File: config.mk
export PLATFORM = sky130hd
export DESIGN_NAME = scalar_kalman_filter_flat
export DESIGN_NICKNAME = d
export VERILOG_FILES = /design/src/hw/rtl/skf_pkg.sv /design/src/hw/rtl/skf_if.sv /design/src/hw/rtl/scalar_kalman_filter.sv /design/src/hw/rtl/skf_div.sv /design/src/hw/rtl/skf_mul.sv /design/src/hw/rtl/skf_seq.sv /design/src/flat_wrapper.sv
export SDC_FILE = /design/constraint.sdc
export NUM_CORES = 2
export LEC_CHECK = 0
export BUFFER_PORTS_ARGS = -buffer_cell sky130_fd_sc_hd__buf_2
export CAP_MARGIN = 20
export CORE_ASPECT_RATIO = 0.9
export CORE_MARGIN = 4
export CORE_UTILIZATION = 49
export DETAILED_ROUTE_END_ITERATION = 10
export GPL_ROUTABILITY_DRIVEN = 0
export SETUP_SLACK_MARGIN = 0.15
export SYNTH_ARGS = -nofsm -noshare
export SYNTH_HDL_FRONTEND = slang
export SYNTH_HIERARCHICAL = 1
export SYNTH_SLANG_ARGS = --single-unit
File: constraint.sdc
create_clock -name clk -period 16.1 [get_ports clk]
set_input_delay 2.415 -clock clk [delete_from_list [all_inputs] [get_ports clk]]
set_output_delay 2.415 -clock clk [all_outputs]
set_load 0.005 [all_outputs]
File: src/hw/rtl/skf_pkg.sv
// Package for the scalar Kalman filter: widths, register codes, reset values,
// sequencer state and control types. Depends on nothing.
package skf_pkg;

  localparam int SKF_CHANNELS = 4;
  localparam int CH_W         = 2;
  localparam int DATA_W       = 32;
  localparam int FRAC_W       = 16;
  localparam int GAIN_W       = 17;
  localparam int DEN_W        = 33;
  localparam int REM_W        = 34;
  localparam int DIFF_W       = 33;
  localparam int MUL_A_W      = 18;
  localparam int MUL_B_W      = 34;
  localparam int MUL_P_W      = MUL_A_W + MUL_B_W;
  localparam int DIV_STEPS    = 17;
  localparam int DIV_CNT_W    = 5;
  localparam int CFG_IDX_W    = 8;

  localparam logic [CFG_IDX_W-1:0] REG_PROCESS_NOISE     = 8'd0;
  localparam logic [CFG_IDX_W-1:0] REG_MEASUREMENT_NOISE = 8'd1;

  localparam logic [DATA_W-1:0] PROCESS_NOISE_RESET     = 32'd3277;
  localparam logic [DATA_W-1:0] MEASUREMENT_NOISE_RESET = 32'd327680;

  localparam logic [GAIN_W-1:0] GAIN_ONE = 17'd65536;

  typedef enum logic [2:0] {
    S_IDLE,
    S_PRED,
    S_DIV_GO,
    S_DIV_WAIT,
    S_MUL_X,
    S_MUL_P,
    S_WB,
    S_DONE
  } skf_state_t;

  typedef struct packed {
    logic in_valid;
    logic slot_ok;
    logic div_done;
    logic out_free;
  } skf_stat_t;

  typedef struct packed {
    logic in_ready;
    logic calc_pred;
    logic div_start;
    logic cap_gain;
    logic mul_sel_p;
    logic upd_est;
    logic write_back;
    logic load_out;
  } skf_ctrl_t;

endpackage

File: src/hw/rtl/skf_if.sv
// Handshake interfaces for the scalar Kalman filter's input, result and
// configuration channels. Depends on skf_pkg.
interface skf_in_if import skf_pkg::*; ();
  logic                     valid;
  logic                     ready;
  logic [CH_W-1:0]          channel;
  logic signed [DATA_W-1:0] measurement;

  modport source (output valid, output channel, output measurement, input ready);
  modport sink   (input valid, input channel, input measurement, output ready);
endinterface

interface skf_out_if import skf_pkg::*; ();
  logic                     valid;
  logic                     ready;
  logic signed [DATA_W-1:0] estimate;
  logic [CH_W-1:0]          out_channel;

  modport source (output valid, output estimate, output out_channel, input ready);
  modport sink   (input valid, input estimate, input out_channel, output ready);
endinterface

interface skf_cfg_if import skf_pkg::*; ();
  logic                 valid;
  logic                 ready;
  logic [CFG_IDX_W-1:0] index;
  logic [DATA_W-1:0]    data;

  modport source (output valid, output index, output data, input ready);
  modport sink   (input valid, input index, input data, output ready);
endinterface

File: src/hw/rtl/scalar_kalman_filter.sv
// Scalar Kalman filter top level: configuration registers, per-channel state
// and the datapath around the divider and multiplier. Depends on skf_pkg,
// the interfaces in skf_if, skf_div, skf_mul and skf_seq.
//
// Usage: a measurement word on in_if carries a channel number and a signed
// Q16.16 value. The block updates that channel's estimate and covariance as a
// one-dimensional Kalman filter and returns one word on out_if with the new
// estimate and the channel. Channels at or above CHANNELS leave the state
// untouched and return an estimate of zero.
// The cfg_if channel writes the process noise (index 0) and the measurement
// noise (index 1); other indexes are ignored. It is ready whenever reset is
// released, and writes are meant to happen while no measurement is in flight.
// A word passes through prediction, division, the two multiplies, write-back
// and the output register, and a new word is taken only once the result has
// been loaded there; the 17 steps of the bit-serial gain divider take most of
// that time, and a word for a channel outside the slots skips to the hand-off.
// Reset clears every estimate and covariance to zero and loads the default
// noise values; while it is held, neither in_if nor cfg_if is ready. The
// result sits in an output register; if the receiver stalls, the block still
// takes and processes the next word and then waits with its result until the
// output register is free.
module scalar_kalman_filter import skf_pkg::*; #(
  parameter int CHANNELS = SKF_CHANNELS
) (
  input  logic       clk,
  input  logic       rst_n,
  skf_in_if.sink     in_if,
  skf_out_if.source  out_if,
  skf_cfg_if.sink    cfg_if
);

  // Only four channel numbers can be addressed, so at most four slots exist.
  localparam int SLOTS = (CHANNELS < 4) ? CHANNELS : 4;
  localparam int IDX_W = (SLOTS > 1) ? $clog2(SLOTS) : 1;

  skf_stat_t stat;
  skf_ctrl_t ctrl;

  logic [DATA_W-1:0]        q_r;
  logic [DATA_W-1:0]        r_r;
  logic signed [DATA_W-1:0] est_r [SLOTS];
  logic [DATA_W-1:0]        cov_r [SLOTS];

  logic [CH_W-1:0]          ch_r;
  logic signed [DATA_W-1:0] z_r;
  logic signed [DATA_W-1:0] x_r;
  logic [DATA_W-1:0]        pred_r;
  logic [GAIN_W-1:0]        gain_r;
  logic signed [DATA_W-1:0] est_res_r;
  logic signed [DATA_W-1:0] est_res_nxt;

  logic                     out_valid_r;
  logic signed [DATA_W-1:0] out_est_r;
  logic [CH_W-1:0]          out_ch_r;

  logic [IDX_W-1:0]         idx;
  logic                     in_fire;
  logic [DATA_W:0]          pred_sum;
  logic [DATA_W-1:0]        pred_nxt;
  logic [DEN_W-1:0]         den;
  logic signed [DIFF_W-1:0] diff;
  logic signed [MUL_A_W-1:0] mul_a;
  logic signed [MUL_B_W-1:0] mul_b;
  logic signed [MUL_P_W-1:0] product;
  logic                     div_done;
  logic [GAIN_W-1:0]        quotient;
  logic [GAIN_W-1:0]        gain_rest;

  assign idx     = ch_r[IDX_W-1:0];
  assign in_fire = in_if.valid && in_if.ready;

  // Configuration registers.
  assign cfg_if.ready = rst_n;

  always_ff @(posedge clk) begin
    if (!rst_n) begin
      q_r <= PROCESS_NOISE_RESET;
      r_r <= MEASUREMENT_NOISE_RESET;
    end else if (cfg_if.valid) begin
      if (cfg_if.index == REG_PROCESS_NOISE) begin
        q_r <= cfg_if.data;
      end else if (cfg_if.index == REG_MEASUREMENT_NOISE) begin
        r_r <= cfg_if.data;
      end
    end
  end

  // Prediction saturates at the largest covariance instead of wrapping.
  always_comb begin
    pred_sum = {1'b0, cov_r[idx]} + {1'b0, q_r};
    pred_nxt = pred_sum[DATA_W] ? '1 : pred_sum[DATA_W-1:0];
  end

  assign den = {1'b0, pred_r} + {1'b0, r_r};

  skf_div u_div (
    .clk      (clk),
    .rst_n    (rst_n),
    .start    (ctrl.div_start),
    .pred     (pred_r),
    .den      (den),
    .done     (div_done),
    .quotient (quotient)
  );

  // The multiplier first forms gain * (z - x), then (1 - gain) * pred.
  assign diff      = {z_r[DATA_W-1], z_r} - {x_r[DATA_W-1], x_r};
  assign gain_rest = GAIN_ONE - gain_r;

  always_comb begin
    if (ctrl.mul_sel_p) begin
      mul_a = {1'b0, gain_rest};
      mul_b = {2'b00, pred_r};
    end else begin
      mul_a = {1'b0, gain_r};
      mul_b = {diff[DIFF_W-1], diff};
    end
  end

  skf_mul u_mul (
    .clk     (clk),
    .a       (mul_a),
    .b       (mul_b),
    .product (product)
  );

  // The new estimate lies between x and z, so the low 32 bits of the floored
  // correction added to x give it exactly.
  assign est_res_nxt = x_r + product[FRAC_W+DATA_W-1:FRAC_W];

  // Item registers.
  always_ff @(posedge clk) begin
    if (in_fire) begin
      ch_r      <= in_if.channel;
      z_r       <= in_if.measurement;
      est_res_r <= '0;
    end
    if (ctrl.calc_pred) begin
      x_r    <= est_r[idx];
      pred_r <= pred_nxt;
    end
    if (ctrl.cap_gain) begin
      gain_r <= quotient;
    end
    if (ctrl.upd_est) begin
      est_res_r <= est_res_nxt;
    end
  end

  // Channel state. The covariance term never exceeds pred, so it needs no
  // saturation.
  always_ff @(posedge clk) begin
    if (!rst_n) begin
      for (int i = 0; i < SLOTS; i++) begin
        est_r[i] <= '0;
        cov_r[i] <= '0;
      end
    end else if (ctrl.write_back) begin
      est_r[idx] <= est_res_r;
      cov_r[idx] <= product[FRAC_W+DATA_W-1:FRAC_W];
    end
  end

  // Output register.
  always_ff @(posedge clk) begin
    if (!rst_n) begin
      out_valid_r <= 1'b0;
    end else if (ctrl.load_out) begin
      out_valid_r <= 1'b1;
    end else if (out_if.ready) begin
      out_valid_r <= 1'b0;
    end
  end

  always_ff @(posedge clk) begin
    if (ctrl.load_out) begin
      out_est_r <= est_res_r;
      out_ch_r  <= ch_r;
    end
  end

  assign out_if.valid       = out_valid_r;
  assign out_if.estimate    = out_est_r;
  assign out_if.out_channel = out_ch_r;
  assign in_if.ready        = ctrl.in_ready && rst_n;

  assign stat.in_valid = in_if.valid;
  assign stat.slot_ok  = ({1'b0, ch_r} < 3'(SLOTS));
  assign stat.div_done = div_done;
  assign stat.out_free = !out_valid_r || out_if.ready;

  skf_seq u_seq (
    .clk   (clk),
    .rst_n (rst_n),
    .stat  (stat),
    .ctrl  (ctrl)
  );

endmodule

File: src/hw/rtl/skf_div.sv
// Restoring divider that forms the 17-bit gain pred * 2^16 / den, one
// quotient bit per cycle. Depends on skf_pkg.
module skf_div import skf_pkg::*; (
  input  logic              clk,
  input  logic              rst_n,
  input  logic              start,
  input  logic [DATA_W-1:0] pred,
  input  logic [DEN_W-1:0]  den,
  output logic              done,
  output logic [GAIN_W-1:0] quotient
);

  logic [REM_W-1:0]     rem_r, rem_nxt;
  logic [DEN_W-1:0]     den_r;
  logic [GAIN_W-1:0]    quo_r, quo_nxt;
  logic [DIV_CNT_W-1:0] cnt_r;
  logic                 busy_r;
  logic                 done_r;
  logic                 zero_r;
  logic [REM_W-1:0]     trial;
  logic                 fits;

  // Each step compares the partial remainder against the divisor, then
  // shifts it up for the next quotient bit.
  always_comb begin
    trial   = rem_r - {1'b0, den_r};
    fits    = rem_r >= {1'b0, den_r};
    quo_nxt = {quo_r[GAIN_W-2:0], fits};
    rem_nxt = fits ? {trial[REM_W-2:0], 1'b0} : {rem_r[REM_W-2:0], 1'b0};
  end

  always_ff @(posedge clk) begin
    if (!rst_n) begin
      busy_r <= 1'b0;
      done_r <= 1'b0;
      cnt_r  <= '0;
    end else begin
      done_r <= 1'b0;
      if (start) begin
        busy_r <= 1'b1;
        cnt_r  <= DIV_CNT_W'(DIV_STEPS);
      end else if (busy_r) begin
        cnt_r <= cnt_r - 1'b1;
        if (cnt_r == DIV_CNT_W'(1)) begin
          busy_r <= 1'b0;
          done_r <= 1'b1;
        end
      end
    end
  end

  always_ff @(posedge clk) begin
    if (start) begin
      rem_r  <= {2'b00, pred};
      den_r  <= den;
      quo_r  <= '0;
      zero_r <= (den == '0);
    end else if (busy_r) begin
      rem_r <= rem_nxt;
      quo_r <= quo_nxt;
    end
  end

  // A zero divisor gives a gain of zero.
  assign quotient = zero_r ? '0 : quo_r;
  assign done     = done_r;

endmodule

File: src/hw/rtl/skf_mul.sv
// Shared signed multiplier with a registered product, used for both the
// estimate and the covariance update. Depends on skf_pkg.
module skf_mul import skf_pkg::*; (
  input  logic                      clk,
  input  logic signed [MUL_A_W-1:0] a,
  input  logic signed [MUL_B_W-1:0] b,
  output logic signed [MUL_P_W-1:0] product
);

  logic signed [MUL_P_W-1:0] product_r;

  always_ff @(posedge clk) begin
    product_r <= a * b;
  end

  assign product = product_r;

endmodule

File: src/hw/rtl/skf_seq.sv
// Sequencer that steps one measurement through prediction, division,
// the two multiplies, write-back and result hand-off. Depends on skf_pkg.
module skf_seq import skf_pkg::*; (
  input  logic      clk,
  input  logic      rst_n,
  input  skf_stat_t stat,
  output skf_ctrl_t ctrl
);

  skf_state_t state_r, state_nxt;

  always_ff @(posedge clk) begin
    if (!rst_n) begin
      state_r <= S_IDLE;
    end else begin
      state_r <= state_nxt;
    end
  end

  always_comb begin
    state_nxt = state_r;
    case (state_r)
      S_IDLE: begin
        if (stat.in_valid) state_nxt = S_PRED;
      end
      S_PRED: begin
        state_nxt = stat.slot_ok ? S_DIV_GO : S_DONE;
      end
      S_DIV_GO: state_nxt = S_DIV_WAIT;
      S_DIV_WAIT: begin
        if (stat.div_done) state_nxt = S_MUL_X;
      end
      S_MUL_X: state_nxt = S_MUL_P;
      S_MUL_P: state_nxt = S_WB;
      S_WB:    state_nxt = S_DONE;
      S_DONE: begin
        if (stat.out_free) state_nxt = S_IDLE;
      end
      default: state_nxt = S_IDLE;
    endcase
  end

  always_comb begin
    ctrl = '0;
    case (state_r)
      S_IDLE:     ctrl.in_ready   = 1'b1;
      S_PRED:     ctrl.calc_pred  = 1'b1;
      S_DIV_GO:   ctrl.div_start  = 1'b1;
      S_DIV_WAIT: ctrl.cap_gain   = stat.div_done;
      S_MUL_X:    ctrl.mul_sel_p  = 1'b0;
      S_MUL_P: begin
        ctrl.mul_sel_p = 1'b1;
        ctrl.upd_est   = 1'b1;
      end
      S_WB:       ctrl.write_back = 1'b1;
      S_DONE:     ctrl.load_out   = stat.out_free;
      default:    ctrl = '0;
    endcase
  end

endmodule

File: src/flat_wrapper.sv
// flat-port wrapper written by rule: the top's interface ports become plain ports
module scalar_kalman_filter_flat import skf_pkg::*;
#(
  parameter int CHANNELS = SKF_CHANNELS
)
  (clk, rst_n, in_if_valid, in_if_channel, in_if_measurement, in_if_ready, out_if_valid, out_if_estimate, out_if_out_channel, out_if_ready, cfg_if_valid, cfg_if_index, cfg_if_data, cfg_if_ready);
  skf_in_if in_if_i ();
  skf_out_if out_if_i ();
  skf_cfg_if cfg_if_i ();
  input  logic clk;
  input  logic rst_n;
  input wire logic [$bits(in_if_i.valid)-1:0] in_if_valid;
  input wire logic [$bits(in_if_i.channel)-1:0] in_if_channel;
  input wire logic [$bits(in_if_i.measurement)-1:0] in_if_measurement;
  output wire logic [$bits(in_if_i.ready)-1:0] in_if_ready;
  output wire logic [$bits(out_if_i.valid)-1:0] out_if_valid;
  output wire logic [$bits(out_if_i.estimate)-1:0] out_if_estimate;
  output wire logic [$bits(out_if_i.out_channel)-1:0] out_if_out_channel;
  input wire logic [$bits(out_if_i.ready)-1:0] out_if_ready;
  input wire logic [$bits(cfg_if_i.valid)-1:0] cfg_if_valid;
  input wire logic [$bits(cfg_if_i.index)-1:0] cfg_if_index;
  input wire logic [$bits(cfg_if_i.data)-1:0] cfg_if_data;
  output wire logic [$bits(cfg_if_i.ready)-1:0] cfg_if_ready;
  assign in_if_i.valid = in_if_valid;
  assign in_if_i.channel = in_if_channel;
  assign in_if_i.measurement = in_if_measurement;
  assign in_if_ready = in_if_i.ready;
  assign out_if_valid = out_if_i.valid;
  assign out_if_estimate = out_if_i.estimate;
  assign out_if_out_channel = out_if_i.out_channel;
  assign out_if_i.ready = out_if_ready;
  assign cfg_if_i.valid = cfg_if_valid;
  assign cfg_if_i.index = cfg_if_index;
  assign cfg_if_i.data = cfg_if_data;
  assign cfg_if_ready = cfg_if_i.ready;
  scalar_kalman_filter #(.CHANNELS(CHANNELS)) u_core (.clk(clk), .rst_n(rst_n), .in_if(in_if_i), .out_if(out_if_i), .cfg_if(cfg_if_i));
endmodule
# Yosys cells after proc, flatten, opt, wreduce, memory -nomap -nowiden
# Memory sizes are Yosys's and may differ from the RTL's. A register that Yosys moved wholly into a read port is not among the register bits.
# Index checks and enable logic that the tools add are counted.
[classes] add_sub_neg=7 mul=1 n_lt_le_gt_ge=1 n_eq_ne=12 muxes=37 bitwise=3 n_reduce_logical=17
[ops] operator="$mux 32" n=6
[ops] operator="$mux 34" n=2
[ops] operator="$add 32x32->33" n=2
[ops] operator="$reduce_or 32->1" n=2
[ops] operator="$mul 18x34->48" n=1
[ops] operator="$ge 34x33->1" n=1
[ops] operator="$logic_not 33->1" n=1
[ops] operator="$sub 32x32->33" n=1
[ops] operator="$sub 33x33->33" n=1
[ops] operator="$add 32x32->32" n=1
[ops] operator="$pmux 3 s8" n=1
[ops] operator="$mux 1" n=19
[ops] operator="$mux 17" n=1
[ops] operator="$sub 17x17->17 const A" n=1
[ops] operator="$eq 3x3->1 const B" n=4
[ops] operator="$mux 5" n=2
[ops] operator="$mux 3" n=3
[ops] operator="$eq 8x1->1 const B" n=1
[ops] operator="$logic_not 8->1" n=1
[ops] operator="$eq 3x2->1 const B" n=2
[ops] operator="$mux 2" n=3
[ops] operator="$reduce_and 3->1" n=2
[ops] operator="$reduce_bool 2->1" n=3
[ops] operator="$eq 5x1->1 const B" n=1
[ops] operator="12 further kinds" n=16
[totals] ff_bits=357 mem_bits_rw=256 out_inout_bits=37 word_cells=101 memories=2
[memory_table] memory="u_core.cov_r" words=4 word_bits=32 rd=1 rd_ports_with_merged_regs=1 wr=4 line="scalar_kalman_filter.sv:42" rtl="logic [DATA_W-1:0] cov_r [SLOTS];"
[memory_table] memory="u_core.est_r" words=4 word_bits=32 rd=1 rd_ports_with_merged_regs=1 wr=4 line="scalar_kalman_filter.sv:41" rtl="logic signed [DATA_W-1:0] est_r [SLOTS];"

# Depth between registers and ports, before layout
[logic_depth] depth_word=7 ltp_mapped=37

# Hierarchy
# The synthesis kept the hierarchy.
[modules_own_cells] module="scalar_kalman_filter" instances=1 cells_per_inst=2218 area_each_um2=26301.5 seq_area_each_um2=14463.9
[modules_own_cells] module="skf_mul" instances=1 cells_per_inst=2506 area_each_um2=22502.8 seq_area_each_um2=1041.0
[modules_own_cells] module="skf_div" instances=1 cells_per_inst=630 area_each_um2=5960.7 seq_area_each_um2=2502.4
[modules_own_cells] module="skf_seq" instances=1 cells_per_inst=30 area_each_um2=255.2 seq_area_each_um2=60.1

# Worst setup path after synthesis
# No wires, ideal clock.
[synth_timing] path_kind="register to register" startpoint="register u_core.z_r[2]" endpoint="register u_core/u_mul/product[49] (netlist name)" setup_ns=0.123 arrival_time_ns=8.663 setup_slack_ns=7.314 stages_incl_launch_ff=30 path_buffers=2 period_less_slack_ns=8.786 cell_sequence="edfxtp_1 > ha_1 > nor2b_1 > o31ai_1 > a211oi_1 > o41ai_2 > o31a_1 > o21ai_0 > a21oi_1 > nor4_1 > nor3_1 > clkbuf_1 > nand2_1 > fa_1 > inv_1 > fa_1 > fa_1 > fa_1 > fa_1 > fa_1 > ha_1 > clkbuf_1 > a21o_1 > a21o_1 > a21o_1 > a31oi_1 > o21bai_1 > or3_2 > nor3_1 > nor3_2"
[synth_rtl] item="start: declaration" line="scalar_kalman_filter.sv:45" rtl="logic signed [DATA_W-1:0] z_r;"
[synth_rtl] item="start signal: assignment" line="scalar_kalman_filter.sv:135" rtl="z_r <= in_if.measurement;"

==> impl_metrics.yaml <==
timing:
  fin_tns_setup_ns: 0
  min_period_ns: 9.269
  max_slew_margin_pct: 25.55
  fin_skew_ns: 0.02508
  final-max-slew-violation-count: 0
  setup_viol: 0
  worst_slew_pin_slew_ns: 1.117
  rsz0062_at_grt: "no"
  hold_violations: 0
  min_period_over_period_pct: 57.57
  fmax_mhz: 107.9
grt:
  grt_remaining_overflow: 0
  grt_pass1_vias: 37950
  grt_max_degree: 87
  grt.total_usage_pct: 25.32
  grt_first_pass_wirelength_mm: 223.9
  antenna_found_initial: 8
route:
  vias_per_cell: 5.569
  drc: 0
  post_drt_wl_per_cell_um: 21.26
  drt_iter0_drc: 3000
  vias: 37480
  first_pass_iters: 5
  route.antenna.remaining_nets: 0
  routed_wl_mm: 143.1
critical_path:
  path_class: "register to register"
  cp_data_arrival_time_ns: 9.75
  critPathBufInv: 7
  path_delay_family: "adder cells"
  path_max_fanout: 53
  slowest_delay_ns: 0.60
  crit_path_start_kind: "register"
  critPathCaptureType: "register"
  critPathMostFrequentCell: "fa_1"
  crit_required_ns: 16.59
  crit_slowest_cell: "dfxtp_1"
layout:
  n_antenna_cell: 0
  layout_common_cells: "inv_1 (735), nand2_1 (696), fa_1 (567)"
  fin_area_um2: 57860
  syn2layout_area_growth_pct: 8.262
  final_common_cell: "inv_1"
  drive_gt1_share_pct: 8.862
  nets: 6154
hold_path:
  min_path_type: "register to register"
status:
  status: "finished, final reports clean"
placed_design:
  dpl_cell_area_um2: 55500
  port-buffer-count: 115
  dp_hpwl_mm: 106.3
clock_tree:
  root_buffer: "clkbuf_16"
  cts_tree: "yes"
  h-tree-depth: 3
  cts_sinks: 631
  postCtsHoldBufs: 0
  clk_path_buf_depth: 3
  clk-insertion-delay-late_ns: 0.63
  cts-resized-gates: 0
  numCtsBuffers: 71
  cts_setup_buffers: 0
  cts.reportedPaths.clkPinSlew_ns: 0.06
floorplan:
  pin_count: 116
  chipHeight_um: 321.3
  rows: 114
  start_util_pct: 49.56
  die_w_um: 356.1
  die_area_um2: 114400
  coreArea_um2: 107800
synthesis:
  yosysWarnings: 6
  synth_area_um2: 53440
  syn_inst: 5228
  syn_area_per_cell_um2: 10.22
flow_run:
  drv_cap: 0
==> per-layer routing <==
metal  GRT usage (%)  vias up  wire (µm)
met1           37.21    19000      65360
met3           3.822      163       9088
li1                -    17220          -
met4           6.285        2       3686
met5               0        -         13
met2           39.67     1092      64920
==> stage by stage <==
stage | utilization (%) | instances | hold slack, ns | worst slack [ns]
2_1_floorplan | - | 5233 | 0.4244 | 7.749
3_3_place_gp | 51.47 | 6599 | 0.4603 | 7.070
3_5_place_dp | 51.47 | 6599 | 0.4667 | 6.905
4_1_cts | 53.63 | 6729 | 0.4754 | 6.877
5_1_grt | 53.66 | 6731 | 0.4868 | 6.409
6_report | 53.66 | 6731 | 0.4715 | 6.831
==> cell type report <==
class | instances | area (µm²)
clock buffers | 92 | 1947
clock inverters | 38 | 377.9
fillers | 9672 | 49970
inverters | 738 | 2770
multi-input cells | 3595 | 32150
flip-flops and latches | 631 | 17670
well taps | 1450 | 1814
repair buffers | 187 | 1134
==> sequential cells by signal, indices dropped and copies added (netlist names), 3 cells and up, named ones only <==
name,cells
u_core/cov_r,128
u_core/est_r,128
u_core/est_res_r,32
u_core/gain_r,17
u_core/out_if.estimate,32
u_core/pred_r,32
u_core/q_r,32
u_core/r_r,32
u_core/u_div/cnt_r,5
u_core/u_div/den_r,33
u_core/u_div/quo_r,17
u_core/u_div/rem_r,34
u_core/u_mul/product,32
u_core/u_seq/state_r,3
u_core/x_r,32
u_core/z_r,32
==> tightest hold or removal path: cells and delay by family (launching register included) <==
family	cells	cell delay, ns
AOI/OAI and AO/OA	1	0.06
DFF	1	0.31
and+or+nand+nor	1	0.05
==> final timing paths <==
path                            from                       end  slack (ns)  depth (start not counted)
max reg2reg  u_core/u_seq/state_r[0]  u_core/u_mul/product[41]        6.83                         28
min reg2reg            u_core/r_r[6]             u_core/r_r[6]        0.47                          2
max          u_core/u_seq/state_r[0]  u_core/u_mul/product[41]        6.83                         28
min                    u_core/r_r[6]             u_core/r_r[6]        0.47                          2
Power is not shown: default switching activity piles up to over one toggle a cycle in this logic, so the estimate is an artifact.
